`src/rtl/lfr_pkg.sv`:
```
`timescale 1ns / 1ps
package lfr_pkg;

    localparam int TABLE_ENTRIES = 16;
    localparam int IDX_W         = $clog2(TABLE_ENTRIES);
    localparam int CNT_W         = $clog2(TABLE_ENTRIES + 1);
    localparam int MAX_LINKS     = 32;

    localparam int IN_DATA_W  = 160;
    localparam int OUT_DATA_W = 144;
    localparam int ADDR_W     = 4;

    localparam logic [ADDR_W-1:0] REG_NODE_ADDRESS = 4'h0;
    localparam logic [ADDR_W-1:0] REG_LINK_COUNT   = 4'h4;
    localparam logic [ADDR_W-1:0] REG_MAX_HOPS     = 4'h8;

    localparam logic [2:0] ACT_DROP     = 3'd0;
    localparam logic [2:0] ACT_DELIVER  = 3'd1;
    localparam logic [2:0] ACT_TRANSMIT = 3'd2;
    localparam logic [2:0] ACT_ACKED    = 3'd3;
    localparam logic [2:0] ACT_FULL     = 3'd4;

    typedef enum logic [2:0] {
        S_IDLE,
        S_LOOK,
        S_RES,
        S_LEARN,
        S_EMIT,
        S_EMIT2,
        S_DROP,
        S_FULL
    } t_state;

    typedef struct packed {
        logic cap;
        logic look;
        logic resolve;
        logic learn;
        logic emit;
        logic emit2;
        logic flag;
        logic [2:0] flag_act;
    } t_cmd;

    typedef struct packed {
        logic req;
        logic local_dst;
        logic hl_low;
        logic phase;
        logic full;
        logic two;
        logic out_free;
    } t_status;

endpackage

```
`src/rtl/lfr_ctrl.sv`:
```
`timescale 1ns / 1ps
module lfr_ctrl (
    input  logic              i_clk,
    input  logic              i_rst_n,
    input  logic              i_in_valid,
    input  lfr_pkg::t_status  i_st,
    output logic              o_in_ready,
    output lfr_pkg::t_cmd     o_cmd
);

    lfr_pkg::t_state r_state, n_state;

    always_ff @(posedge i_clk) begin
        if (!i_rst_n) r_state <= lfr_pkg::S_IDLE;
        else          r_state <= n_state;
    end

    always_comb begin
        n_state = r_state;
        unique case (r_state)
            lfr_pkg::S_IDLE:  if (i_in_valid) n_state = lfr_pkg::S_LOOK;
            lfr_pkg::S_LOOK: begin
                if (i_st.req && !i_st.local_dst && i_st.hl_low && !i_st.phase)
                    n_state = lfr_pkg::S_DROP;
                else
                    n_state = lfr_pkg::S_RES;
            end
            lfr_pkg::S_RES: begin
                if (i_st.full)
                    n_state = lfr_pkg::S_FULL;
                else if (i_st.req && !i_st.local_dst && !i_st.phase)
                    n_state = lfr_pkg::S_LEARN;
                else
                    n_state = lfr_pkg::S_EMIT;
            end
            lfr_pkg::S_LEARN: n_state = lfr_pkg::S_LOOK;
            lfr_pkg::S_EMIT: begin
                if (i_st.out_free)
                    n_state = i_st.two ? lfr_pkg::S_EMIT2 : lfr_pkg::S_IDLE;
            end
            lfr_pkg::S_EMIT2, lfr_pkg::S_DROP, lfr_pkg::S_FULL: begin
                if (i_st.out_free) n_state = lfr_pkg::S_IDLE;
            end
            default: n_state = lfr_pkg::S_IDLE;
        endcase
    end

    always_comb begin
        o_cmd      = '0;
        o_in_ready = 1'b0;
        unique case (r_state)
            lfr_pkg::S_IDLE: begin
                o_in_ready = 1'b1;
                o_cmd.cap  = i_in_valid;
            end
            lfr_pkg::S_LOOK: o_cmd.look = 1'b1;
            lfr_pkg::S_RES:  o_cmd.resolve = !i_st.full;
            lfr_pkg::S_LEARN: o_cmd.learn = 1'b1;
            lfr_pkg::S_EMIT:  o_cmd.emit = i_st.out_free;
            lfr_pkg::S_EMIT2: o_cmd.emit2 = i_st.out_free;
            lfr_pkg::S_DROP: begin
                o_cmd.flag     = i_st.out_free;
                o_cmd.flag_act = lfr_pkg::ACT_DROP;
            end
            lfr_pkg::S_FULL: begin
                o_cmd.flag     = i_st.out_free;
                o_cmd.flag_act = lfr_pkg::ACT_FULL;
            end
            default: o_cmd = '0;
        endcase
    end

endmodule

```
`src/rtl/lfr_dp.sv`:
```
`timescale 1ns / 1ps
module lfr_dp (
    input  logic                              i_clk,
    input  logic                              i_rst_n,
    input  lfr_pkg::t_cmd                     i_cmd,
    output lfr_pkg::t_status                  o_st,
    input  logic [15:0]                       i_node_address,
    input  logic [5:0]                        i_link_count,
    input  logic [3:0]                        i_max_hops,
    input  logic                              i_in_user,
    input  logic [lfr_pkg::IN_DATA_W-1:0]     i_in_data,
    output logic                              o_out_valid,
    input  logic                              i_out_ready,
    output logic [lfr_pkg::OUT_DATA_W-1:0]    o_out_data,
    output logic [2:0]                        o_out_user,
    output logic                              o_out_last
);

    // captured item
    logic        r_req, r_kind;
    logic [47:0] r_now, r_ts;
    logic [15:0] r_src, r_dest, r_seq;
    logic [3:0]  r_hl, r_ht;
    logic [5:0]  r_link;
    logic        r_phase;

    // peer table
    logic [15:0] r_peer [lfr_pkg::TABLE_ENTRIES];
    logic [15:0] r_nss  [lfr_pkg::TABLE_ENTRIES];
    logic [15:0] r_eds  [lfr_pkg::TABLE_ENTRIES];
    logic [15:0] r_eas  [lfr_pkg::TABLE_ENTRIES];
    logic [3:0]  r_lh   [lfr_pkg::TABLE_ENTRIES];
    logic [5:0]  r_bl   [lfr_pkg::TABLE_ENTRIES];
    logic [lfr_pkg::CNT_W-1:0] r_count;
    logic                      r_hit;
    logic [lfr_pkg::IDX_W-1:0] r_idx;

    // result register
    logic        r_ov, r_olast;
    logic [2:0]  r_oact;
    logic [lfr_pkg::OUT_DATA_W-1:0] r_odata;

    logic [15:0] key;
    logic        hit;
    logic [lfr_pkg::IDX_W-1:0] hit_idx;
    logic        is_full, data_ok, ack_ok, local_dst;
    logic [3:0]  nhl, nht;
    logic [3:0]  e_lh;
    logic [5:0]  e_bl;
    logic [15:0] e_nss, e_eds, e_eas;
    logic [31:0] all_mask, route_mask, excl_mask;
    logic [lfr_pkg::IDX_W-1:0] ins_idx;

    assign ins_idx   = r_count[lfr_pkg::IDX_W-1:0];
    assign local_dst = (r_dest == i_node_address);
    assign key       = (!r_req || r_phase) ? r_dest : r_src;
    assign nhl       = r_hl - 4'd1;
    assign nht       = (r_ht == 4'hF) ? 4'hF : r_ht + 4'd1;
    assign is_full   = !r_hit &&
                       (r_count == lfr_pkg::CNT_W'(lfr_pkg::TABLE_ENTRIES));

    assign e_lh  = r_lh[r_idx];
    assign e_bl  = r_bl[r_idx];
    assign e_nss = r_nss[r_idx];
    assign e_eds = r_eds[r_idx];
    assign e_eas = r_eas[r_idx];
    assign data_ok = !r_kind && (r_seq == e_eds);
    assign ack_ok  = r_kind && (r_seq == e_eas);

    always_comb begin
        hit     = 1'b0;
        hit_idx = '0;
        for (int t = lfr_pkg::TABLE_ENTRIES - 1; t >= 0; t--) begin
            if ((lfr_pkg::CNT_W'(t) < r_count) && (r_peer[t] == key)) begin
                hit     = 1'b1;
                hit_idx = lfr_pkg::IDX_W'(t);
            end
        end
    end

    always_comb begin
        for (int i = 0; i < lfr_pkg::MAX_LINKS; i++) begin
            all_mask[i]   = (7'(i) < 7'(i_link_count));
            route_mask[i] = (e_bl == 6'd0) ? all_mask[i]
                            : (all_mask[i] && (7'(e_bl) == 7'(i + 1)));
            excl_mask[i]  = route_mask[i] && (7'(r_link) != 7'(i + 1));
        end
    end

    assign o_st.req       = r_req;
    assign o_st.local_dst = local_dst;
    assign o_st.hl_low    = (r_hl <= 4'd1);
    assign o_st.phase     = r_phase;
    assign o_st.full      = is_full;
    assign o_st.two       = r_req && local_dst && data_ok;
    assign o_st.out_free  = !r_ov || i_out_ready;

    always_ff @(posedge i_clk) begin
        if (i_cmd.cap) begin
            r_req   <= i_in_user;
            r_now   <= i_in_data[47:0];
            r_src   <= i_in_data[63:48];
            r_dest  <= i_in_data[79:64];
            r_kind  <= i_in_data[80];
            r_seq   <= i_in_data[96:81];
            r_hl    <= i_in_data[100:97];
            r_ht    <= i_in_data[104:101];
            r_ts    <= i_in_data[152:105];
            r_link  <= i_in_data[158:153];
            r_phase <= 1'b0;
        end else if (i_cmd.learn) begin
            r_phase <= 1'b1;
        end
        if (i_cmd.look) begin
            r_hit <= hit;
            r_idx <= hit_idx;
        end else if (i_cmd.resolve && !r_hit) begin
            r_idx <= ins_idx;
        end
    end

    always_ff @(posedge i_clk) begin
        if (!i_rst_n) begin
            r_count <= '0;
        end else if (i_cmd.resolve && !r_hit) begin
            r_count <= r_count + 1'b1;
        end
    end

    always_ff @(posedge i_clk) begin
        if (i_cmd.resolve && !r_hit) begin
            r_peer[ins_idx] <= key;
            r_nss[ins_idx]  <= '0;
            r_eds[ins_idx]  <= '0;
            r_eas[ins_idx]  <= '0;
            r_lh[ins_idx]   <= i_max_hops;
            r_bl[ins_idx]   <= '0;
        end else if (i_cmd.learn) begin
            if (e_lh >= nht) begin
                r_lh[r_idx] <= nht;
                r_bl[r_idx] <= r_link;
            end
        end else if (i_cmd.emit) begin
            if (!r_req) begin
                r_nss[r_idx] <= e_nss + 16'd1;
            end else if (local_dst && (data_ok || ack_ok)) begin
                if (data_ok) r_eds[r_idx] <= r_seq + 16'd1;
                else         r_eas[r_idx] <= r_seq + 16'd1;
                if (e_lh >= r_ht) begin
                    r_lh[r_idx] <= r_ht;
                    r_bl[r_idx] <= r_link;
                end
            end
        end
    end

    // result register: mask | src | dest | kind | seq | hl | ht | ts
    always_ff @(posedge i_clk) begin
        if (!i_rst_n) begin
            r_ov <= 1'b0;
        end else if (i_cmd.emit || i_cmd.emit2 || i_cmd.flag) begin
            r_ov <= 1'b1;
        end else if (i_out_ready) begin
            r_ov <= 1'b0;
        end
    end

    always_ff @(posedge i_clk) begin
        if (i_cmd.flag) begin
            r_oact  <= i_cmd.flag_act;
            r_olast <= 1'b1;
            r_odata <= '0;
        end else if (i_cmd.emit2) begin
            r_oact  <= lfr_pkg::ACT_TRANSMIT;
            r_olast <= 1'b1;
            r_odata <= {7'd0, r_ts, 4'd1, e_lh, r_seq, 1'b1, r_src,
                        i_node_address, route_mask};
        end else if (i_cmd.emit) begin
            r_olast <= 1'b1;
            if (!r_req) begin
                r_oact  <= lfr_pkg::ACT_TRANSMIT;
                r_odata <= {7'd0, r_now, 4'd1, e_lh, e_nss, 1'b0, r_dest,
                            i_node_address, route_mask};
            end else if (local_dst) begin
                if (data_ok || ack_ok) begin
                    r_oact  <= data_ok ? lfr_pkg::ACT_DELIVER : lfr_pkg::ACT_ACKED;
                    r_olast <= !data_ok;
                    r_odata <= {7'd0, r_ts, r_ht, r_hl, r_seq, r_kind, r_dest,
                                r_src, 32'd0};
                end else begin
                    r_oact  <= lfr_pkg::ACT_DROP;
                    r_odata <= '0;
                end
            end else begin
                r_oact  <= lfr_pkg::ACT_TRANSMIT;
                r_odata <= {7'd0, r_ts, nht, nhl, r_seq, r_kind, r_dest,
                            r_src, excl_mask};
            end
        end
    end

    assign o_out_valid = r_ov;
    assign o_out_data  = r_odata;
    assign o_out_user  = r_oact;
    assign o_out_last  = r_olast;

endmodule

```
`src/rtl/learning_flood_router.sv`:
```
`timescale 1ns / 1ps
// Flooding router node with a learned peer table (16 peers).
// Input stream (s_axis): one item per packet event. tuser selects a local
// send (0) or a packet arrived from a link (1); tdata carries the header.
// Output stream (m_axis): one or two result items per input item; tuser is
// the action code, tlast marks the final result of that input item.
// APB port: node_address at 0x0, link_count at 0x4, max_hops at 0x8;
// pready is always high, writes land on the access cycle.
// Flow: an item is taken in the idle state, then the key is compared against
// all peers in parallel, then resolved or inserted; transit packets repeat
// both for the destination after a learn step. The first result is then
// written to the output register (a transit packet with a spent hop limit
// is dropped right after the compare); a second result is emitted from its
// own state. One item is processed at a time, set by the controller walking
// the single table port.
// Reset: entry count cleared (table empty), registers to 0 / 1 / 4, output
// empty. When the receiver stalls, the result stays in the output register
// and the controller holds until it is taken; s_axis_tready stays low
// meanwhile.
module learning_flood_router (
    input  logic         i_clk,
    input  logic         i_rst_n,
    input  logic         s_axis_tvalid,
    output logic         s_axis_tready,
    // now_usec, in_src, in_dest, in_kind, in_seq, in_hops_left,
    // in_hops_taken, in_time_sent, arrived_link, pad (lowest first)
    input  logic [159:0] s_axis_tdata,
    // req_type
    input  logic         s_axis_tuser,
    output logic         m_axis_tvalid,
    input  logic         m_axis_tready,
    // link_mask, out_src, out_dest, out_kind, out_seq, out_hops_left,
    // out_hops_taken, out_time_sent, pad (lowest first)
    output logic [143:0] m_axis_tdata,
    // action
    output logic [2:0]   m_axis_tuser,
    output logic         m_axis_tlast,
    input  logic         psel,
    input  logic         penable,
    input  logic         pwrite,
    input  logic [3:0]   paddr,
    input  logic [31:0]  pwdata,
    output logic [31:0]  prdata,
    output logic         pready
);

    logic [15:0] r_node_address;
    logic [5:0]  r_link_count;
    logic [3:0]  r_max_hops;
    logic        wr_en;

    lfr_pkg::t_cmd    cmd;
    lfr_pkg::t_status st;

    assign pready = 1'b1;
    assign wr_en  = psel && penable && pwrite;

    always_ff @(posedge i_clk) begin
        if (!i_rst_n) begin
            r_node_address <= 16'd0;
            r_link_count   <= 6'd1;
            r_max_hops     <= 4'd4;
        end else if (wr_en) begin
            unique case (paddr)
                lfr_pkg::REG_NODE_ADDRESS: r_node_address <= pwdata[15:0];
                lfr_pkg::REG_LINK_COUNT:   r_link_count   <= pwdata[5:0];
                lfr_pkg::REG_MAX_HOPS:     r_max_hops     <= pwdata[3:0];
                default: ;
            endcase
        end
    end

    always_comb begin
        unique case (paddr)
            lfr_pkg::REG_NODE_ADDRESS: prdata = {16'd0, r_node_address};
            lfr_pkg::REG_LINK_COUNT:   prdata = {26'd0, r_link_count};
            lfr_pkg::REG_MAX_HOPS:     prdata = {28'd0, r_max_hops};
            default:                   prdata = 32'd0;
        endcase
    end

    lfr_ctrl u_ctrl (
        .i_clk      (i_clk),
        .i_rst_n    (i_rst_n),
        .i_in_valid (s_axis_tvalid),
        .i_st       (st),
        .o_in_ready (s_axis_tready),
        .o_cmd      (cmd)
    );

    lfr_dp u_dp (
        .i_clk          (i_clk),
        .i_rst_n        (i_rst_n),
        .i_cmd          (cmd),
        .o_st           (st),
        .i_node_address (r_node_address),
        .i_link_count   (r_link_count),
        .i_max_hops     (r_max_hops),
        .i_in_user      (s_axis_tuser),
        .i_in_data      (s_axis_tdata),
        .o_out_valid    (m_axis_tvalid),
        .i_out_ready    (m_axis_tready),
        .o_out_data     (m_axis_tdata),
        .o_out_user     (m_axis_tuser),
        .o_out_last     (m_axis_tlast)
    );

endmodule
```
`config.mk`:
```
export PLATFORM = sky130hd
export DESIGN_NAME = learning_flood_router
export DESIGN_NICKNAME = d
export VERILOG_FILES = /design/src/rtl/lfr_pkg.sv /design/src/rtl/lfr_ctrl.sv /design/src/rtl/lfr_dp.sv /design/src/rtl/learning_flood_router.sv
export SDC_FILE = /design/constraint.sdc
export NUM_CORES = 2
export LEC_CHECK = 0
export BUFFER_PORTS_ARGS = -buffer_cell sky130_fd_sc_hd__buf_2
export CAP_MARGIN = 20
export CORE_MARGIN = 10
export CORE_UTILIZATION = 40
export CTS_CLUSTER_DIAMETER = 120
export DETAILED_ROUTE_END_ITERATION = 10
export PLACE_DENSITY = 0.59
export SETUP_SLACK_MARGIN = 0.1
export SYNTH_ARGS = -nofsm -noshare
export SYNTH_HDL_FRONTEND = slang
export SYNTH_SLANG_ARGS = --single-unit
```
`constraint.sdc`:
```
create_clock -name i_clk -period 6.7 [get_ports i_clk]
set_clock_uncertainty 0.15 [all_clocks]
set_input_delay 0.335 -clock i_clk [delete_from_list [all_inputs] [get_ports i_clk]]
set_output_delay 0.335 -clock i_clk [all_outputs]
set_load 0.005 [all_outputs]
```
## Word-level counts from Yosys, hierarchy flattened

Memory sizes are Yosys's and may differ from the RTL's. A register that Yosys moved wholly into a read port is not among the register bits.
Cells that the tools add are included.

- Logic and storage cells: 450
- Memory bits (writable): 1184
- Latch bits: 0
- Memories: 6
- Output and inout port bits: 183
- Input bits: 204
- Register bits after elaboration: 349
- Bits in read-only memories: 0

Memories:

| memory | depth | width | rd ports | clocked after memory_dff | write ports | line | text |
|---|---|---|---|---|---|---|---|
| u_dp.r_eas | 16 | 16 | 1 | 1 | 1 | lfr_dp.sv:31 | `logic [15:0] r_eas [lfr_pkg::TABLE_ENTRIES];` |
| u_dp.r_eds | 16 | 16 | 1 | 1 | 1 | lfr_dp.sv:30 | `logic [15:0] r_eds [lfr_pkg::TABLE_ENTRIES];` |
| u_dp.r_nss | 16 | 16 | 1 | 1 | 1 | lfr_dp.sv:29 | `logic [15:0] r_nss [lfr_pkg::TABLE_ENTRIES];` |
| u_dp.r_peer | 16 | 16 | 16 | 0 | 1 | lfr_dp.sv:28 | `logic [15:0] r_peer [lfr_pkg::TABLE_ENTRIES];` |
| u_dp.r_bl | 16 | 6 | 1 | 1 | 1 | lfr_dp.sv:33 | `logic [5:0] r_bl [lfr_pkg::TABLE_ENTRIES];` |
| u_dp.r_lh | 16 | 4 | 1 | 1 | 1 | lfr_dp.sv:32 | `logic [3:0] r_lh [lfr_pkg::TABLE_ENTRIES];` |

- Magnitude comparators: 51
- Multiply operators: 0
- Muxes and demuxes: 141
- Shifts and indexed selects: 0
- Reductions and logical operators: 125
- Bitwise operators: 2
- Equal/unequal tests: 97
- Add/subtract/negate cells: 5
- Divide/modulo/power cells: 0

Operators by type and width:

| cell | number |
|---|---|
| 137-bit 2-to-1 mux | 5 |
| 16-bit equality test | 19 |
| 4-bit 2-to-1 mux | 31 |
| 6-bit by 5-bit equality test with 1-bit output, second input constant | 16 |
| 5-bit by 6-bit less-than comparator with 1-bit output, first input constant | 16 |
| 6-bit by 5-bit != test with 1-bit output, second input constant | 16 |
| 1-bit logical AND | 93 |
| 1-bit 2-to-1 mux | 82 |
| 16-bit 2-to-1 mux | 4 |
| 6-bit by 4-bit equality test with 1-bit output, second input constant | 8 |
| 4-bit by 6-bit less-than comparator with 1-bit output, first input constant | 8 |
| 6-bit by 4-bit != test with 1-bit output, second input constant | 8 |
| 16-bit one-hot mux with 3 select lines | 1 |
| 16-bit OR reduction | 3 |
| 4-bit by 5-bit less-than comparator with 1-bit output, first input constant | 8 |
| 3-bit 2-to-1 mux | 13 |
| 16-bit by 1-bit adder with 16-bit output, second input constant | 2 |
| 6-bit by 3-bit equality test with 1-bit output, second input constant | 4 |
| 3-bit by 6-bit less-than comparator with 1-bit output, first input constant | 4 |
| 6-bit by 3-bit != test with 1-bit output, second input constant | 4 |
| 3-bit by 5-bit less-than comparator with 1-bit output, first input constant | 4 |
| 3-bit one-hot mux with 6 select lines | 1 |
| 15-bit OR reduction | 1 |
| 3-bit equality test, second input constant | 4 |
| other kinds (39) | 66 |

## Longest topological paths before layout

- Depth in word-level cells: 23
- Depth in mapped cells: 24
- Gate-level depth less buffers: 12

## By module

From an unflattened synthesis, not the netlist that was laid out.

- Cells, all modules: 4137
- Area total of the unflattened synthesis: 64440.6 µm²

By module, submodules not included:

| module | area each (µm²) | times used | sequential area each (µm²) | cells each |
|---|---|---|---|---|
| lfr_dp | 62666.4 | 1 | 43581.8 | 3940 |
| learning_flood_router | 1436.4 | 1 | 520.5 | 156 |
| lfr_ctrl | 337.8 | 1 | 60.1 | 41 |

## Least setup slack after synthesis

Ideal clock, no wire load.

- Path kind: reg-to-reg
- Start point: register u_ctrl.r_state[0]
- End point: register u_dp.r_dest[0] (enable)
- Clock period less this slack: 5.547 ns
- Buffers on the path: 3
- Required time: 6.011 ns
- Stages on the path, launching flop included: 6
- Setup slack: 1.153 ns
- Setup time: 0.539 ns
- Arrival: 4.859 ns
- Cell sequence: dfxtp_1 -> clkbuf_1 -> buf_1 -> clkbuf_1 -> nor3_1 -> and2_1

RTL lines:

| element | line | text |
|---|---|---|
| start: declaration | lfr_ctrl.sv:11 | `lfr_pkg::t_state r_state, n_state;` |
| start signal: assignment | lfr_ctrl.sv:14 | `if (!i_rst_n) r_state <= lfr_pkg::S_IDLE;` |
| start signal: assignment | lfr_ctrl.sv:15 | `else r_state <= n_state;` |
| end signal: assignment | lfr_dp.sv:103 | `r_dest <= i_in_data[79:64];` |
| end: declaration | lfr_dp.sv:22 | `logic [15:0] r_src, r_dest, r_seq;` |

==> summary.md <==
| Metric | Value |
|---|---|
| Root Buffer | clkbuf_16 |
| Critical path startpoint category | flip-flop |
| Yosys cell types | 87 |
| Die Y-Extent | 421.6 µm |
| Setup ws final | 1.031 ns |
| Vias in the first global route | 39550 |
| Critical Path RT | 7.07 ns |
| First-pass GRT wire length | 275000 µm |
| CTS max path bufs | 3 |
| Total negative slack | 0 ns |
| Fin nets | 4901 |
| Sequential share of power | 45.0% |
| Post-Route WL | 189200 µm |
| Clock Latency Late Sink | roughly 0.80 ns |
| GR Overflow Total | 0 |
| CP max stage delay | 0.77 ns |
| Fillers | 13710 |
| Row Count | 147 |
| Unrepaired setup endpoints after global routing | no |
| Final instance area | 76320 µm² |
| Final worst path period need | 5.669 ns |
| Area delta synth->final | 18.32% |
| Cell with the most instances after synthesis | edfxtp_1 |
| Clk network pwr share | 33.5% |
| Most used flip-flop cell after synthesis | edfxtp_1 |
| Tcrit/Tclk final | 84.62% |
| Die W | roughly 420 µm |
| DP HPWL | 119300 µm |
| Peak VDD IR | roughly 270 µV |
| Delay-heaviest family, CP | compound AO/OA/AOI/OAI gates |
| Status | completed |
| Final Wtd Congestion | 0.8913 |
| Hold crit path type | input port to flip-flop |
| Post-synth EDFFs | 1352 |
| Final Hold Vio Count | 0 |
| Critical path arrival | 6.04 ns |
| Core box area | 160400 µm² |
| Slew @ Worst Pin | 1.057 ns |
| DR vias/cell | roughly 5.7 |
| Max H-tree Level | 4 |
| Switching share of power | 29.39% |
| Post-synth top area cell | edfxtp_1 |
| Starting Density | between 40% and 50% |
| DR pass1 iterations | 6 |
| Area contributors post-synth | edfxtp_1 63%, mux4_2 7.8%, dfxtp_1 5.5% |
| Crit path capture type | flip-flop |
| Final setup violating endpoints | 0 |
| Power density over cell area | 339.0 nW/µm² |
| CP max FO | 36 |
| Critical path buffer and inverter count | 3 |
| Num CTS Buffers | 157 |
| Top cells by count, synth | 1352 x edfxtp_1, 270 x xnor2_1, 223 x mux4_2 |
| Yosys reg bits | 1530 |
| Total global-route track usage | 20.63% |
| Wire per inst | ~27 µm |
| CTS sink cnt | around 1500 |
| Post-CTS Hold Buffers | 199 |
| Top cell type's share of synthesized area | 62.94% |
| PortBufs | 345 |
| Syn Inst Count | 4048 |
| Post_cts resized | 0 |
| Total leakage power | 25.30 nW |
| Internal power | 18.27 mW |
| DP Area | about 69000 µm² |
| FMAX | between 150 and 200 MHz |
| Share of layout cells above drive strength 1 | 22.57% |
| Psw | approximately 7.6 mW |
| IO Count | 387 |
| Max-Cap Viols | 0 |
| CP max-delay cell | nor2_4 |
| Slew margin rel. | 29.35% |
| Fraction of registers with async set/reset | 0% |
| Initial DRC Count | ~3900 |
| Syn. warnings | 0 |
| Average cell area after synthesis | roughly 16 µm² |
| CTS tree | yes |
| Initial antenna violation count | 4 |
| DRC violations left | 0 |
| CP Cell Sequence | buf_4, mux4_2, mux4_2, inv_1, ha_1, nand2b_1, a21o_1, a21oi_1, nor2b_1, o211ai_1, inv_1, nor2_4, a221o_1 |
| Mapped cell area | about 65000 µm² |
| Place WS | 0.9956 ns |
| Routed vias | between 30000 and 40000 |
| Routed Antenna Nets | 0 |
| Setup bufs post-CTS | 0 |
| Area of the die | 177700 µm² |
| Sequential share of the synthesized area | 68.46% |
| CP Class | flip-flop to flip-flop |
| Clk slew on worst S/H paths | around 0.07 ns |
| Largest net degree at the start of global routing | 105 |
| Max Slew Vio Count | 0 |
| Power share of the combinational group | 21.5% |
[power by group through the flow]
stage	clock network [mW]	registers, mW	logic (mW)
2_1_floorplan	0	11.5	3.76
3_3_place_gp	0	11.8	5.46
3_5_place_dp	0	11.8	5.49
4_1_cts	8.81	11.6	5.60
5_1_grt	9.17	11.7	5.96
6_report	8.66	11.6	5.57
[placed cells by master (no fill, tap or decap), types with 23 or more instances in the layout]
cell type / Yosys / final
a21oi_1: 89 / 88
a221o_1: 67 / 67
a22oi_1: 51 / 51
and2_1: 27 / 26
and3_1: 38 / 38
buf_2: 48 / 345
buf_4: 57 / 161
clkbuf_1: 123 / 39
clkbuf_16: 0 / 161
clkinv_1: 0 / 27
clkinv_2: 0 / 23
conb_1: 2 / 24
dfxtp_1: 178 / 173
dlygate4sd3_1: 0 / 199
edfxtp_1: 1352 / 1352
inv_1: 52 / 52
mux2i_1: 128 / 126
mux4_2: 223 / 223
nand2_1: 181 / 181
nand2b_1: 30 / 28
nand3_1: 64 / 64
nand4_1: 26 / 26
nor2_1: 174 / 155
nor2b_1: 44 / 43
nor3_1: 69 / 67
nor4_1: 93 / 93
o21ai_0: 171 / 139
o21ai_2: 15 / 47
o22ai_1: 30 / 30
o2bb2ai_1: 61 / 61
xnor2_1: 270 / 270
xor2_1: 75 / 75
[flip-flops by register name (all words and copies together) (netlist names), 6 cells and up, named ones only]
name / count
u_dp.r_eds: 256
r_node_address: 16
u_dp.r_now: 48
r_link_count: 6
u_dp.r_eas: 256
u_dp.r_lh: 64
u_dp.r_bl: 96
u_dp.o_out_data: 137
u_dp.r_peer: 256
u_dp.r_link: 6
u_dp.r_seq: 16
u_dp.r_src: 16
u_dp.r_nss: 256
u_dp.r_ts: 48
u_dp.r_dest: 16
[per-layer routing]
layer | wire length [µm] | global-route usage [%] | up-vias | part of all wire (%)
met5 | 9 | 0 | - | 0.0048
met4 | 6395 | 7.221 | 2 | 3.4
met3 | 12270 | 3.550 | 314 | 6.5
met2 | 90360 | 33.64 | 1620 | 48
met1 | 80210 | 27.83 | 20370 | 42
li1 | - | - | 17150 | -
[final timing paths]
path,start,end,slack (ns),cells past startpoint
setup / recovery,flip-flop,u_dp.r_lh[3][3],1.03,13
setup reg to reg,flip-flop,u_dp.r_lh[3][3],1.03,13
hold / removal,paddr[3],r_max_hops[1],0.08,4
hold reg to reg,u_dp.o_out_data[11],u_dp.o_out_data[11],0.29,2
[cell type report]
cell class | instances | area (µm²) | share of cell area (%)
flip-flops and latches | 1530 | 44180 | 57.89
multi-input cells | 2225 | 19060 | 24.97
repair buffers | 714 | 5122 | 6.712
clock buffers | 202 | 4203 | 5.507
well taps | 2160 | 2703 | 3.541
clock inverters | 84 | 845.8 | 1.108
inverters | 52 | 195.2 | 0.2557
diodes | 4 | 10.01 | 0.01312
[cells by family (layout without fill, tap and decap cells)]
logic type | Yosys count | count (layout) | synth area share, %
xor gates and xnor gates | 345 | 345 | 4.684
AOI/OAI and AO/OA | 647 | 647 | 7.099
other | 2 | 28 | 0.01164
muxes | 376 | 376 | 10.33
DFF | 1530 | 1530 | 68.46
adders and majority gates | 17 | 17 | 0.3297
and+or+nand+nor | 816 | 816 | 6.473
buffers and inverters | 315 | 1052 | 2.611
[tightest hold or removal path, cell delays in order]
cell,delay (ns)
buf_2,0.17
nor3b_1,0.24
mux2i_1,0.17
nor2b_1,0.05
[through the flow]
step / cells / total power [mW] / utilization, % / hold WS (ns)
global placement: 6480 / 17.26 / 43.16 / 0.2756
finish: 6971 / 25.87 / 47.59 / 0.08281
global route: 6968 / 26.83 / 47.58 / 0.06635
floorplan: 4070 / 15.27 / - / 0.2839
CTS: 6967 / 26.03 / 47.58 / 0.01813
detailed placement: 6482 / 17.31 / 43.19 / 0.2766
No activity file was read; power rests on OpenSTA's default activity.
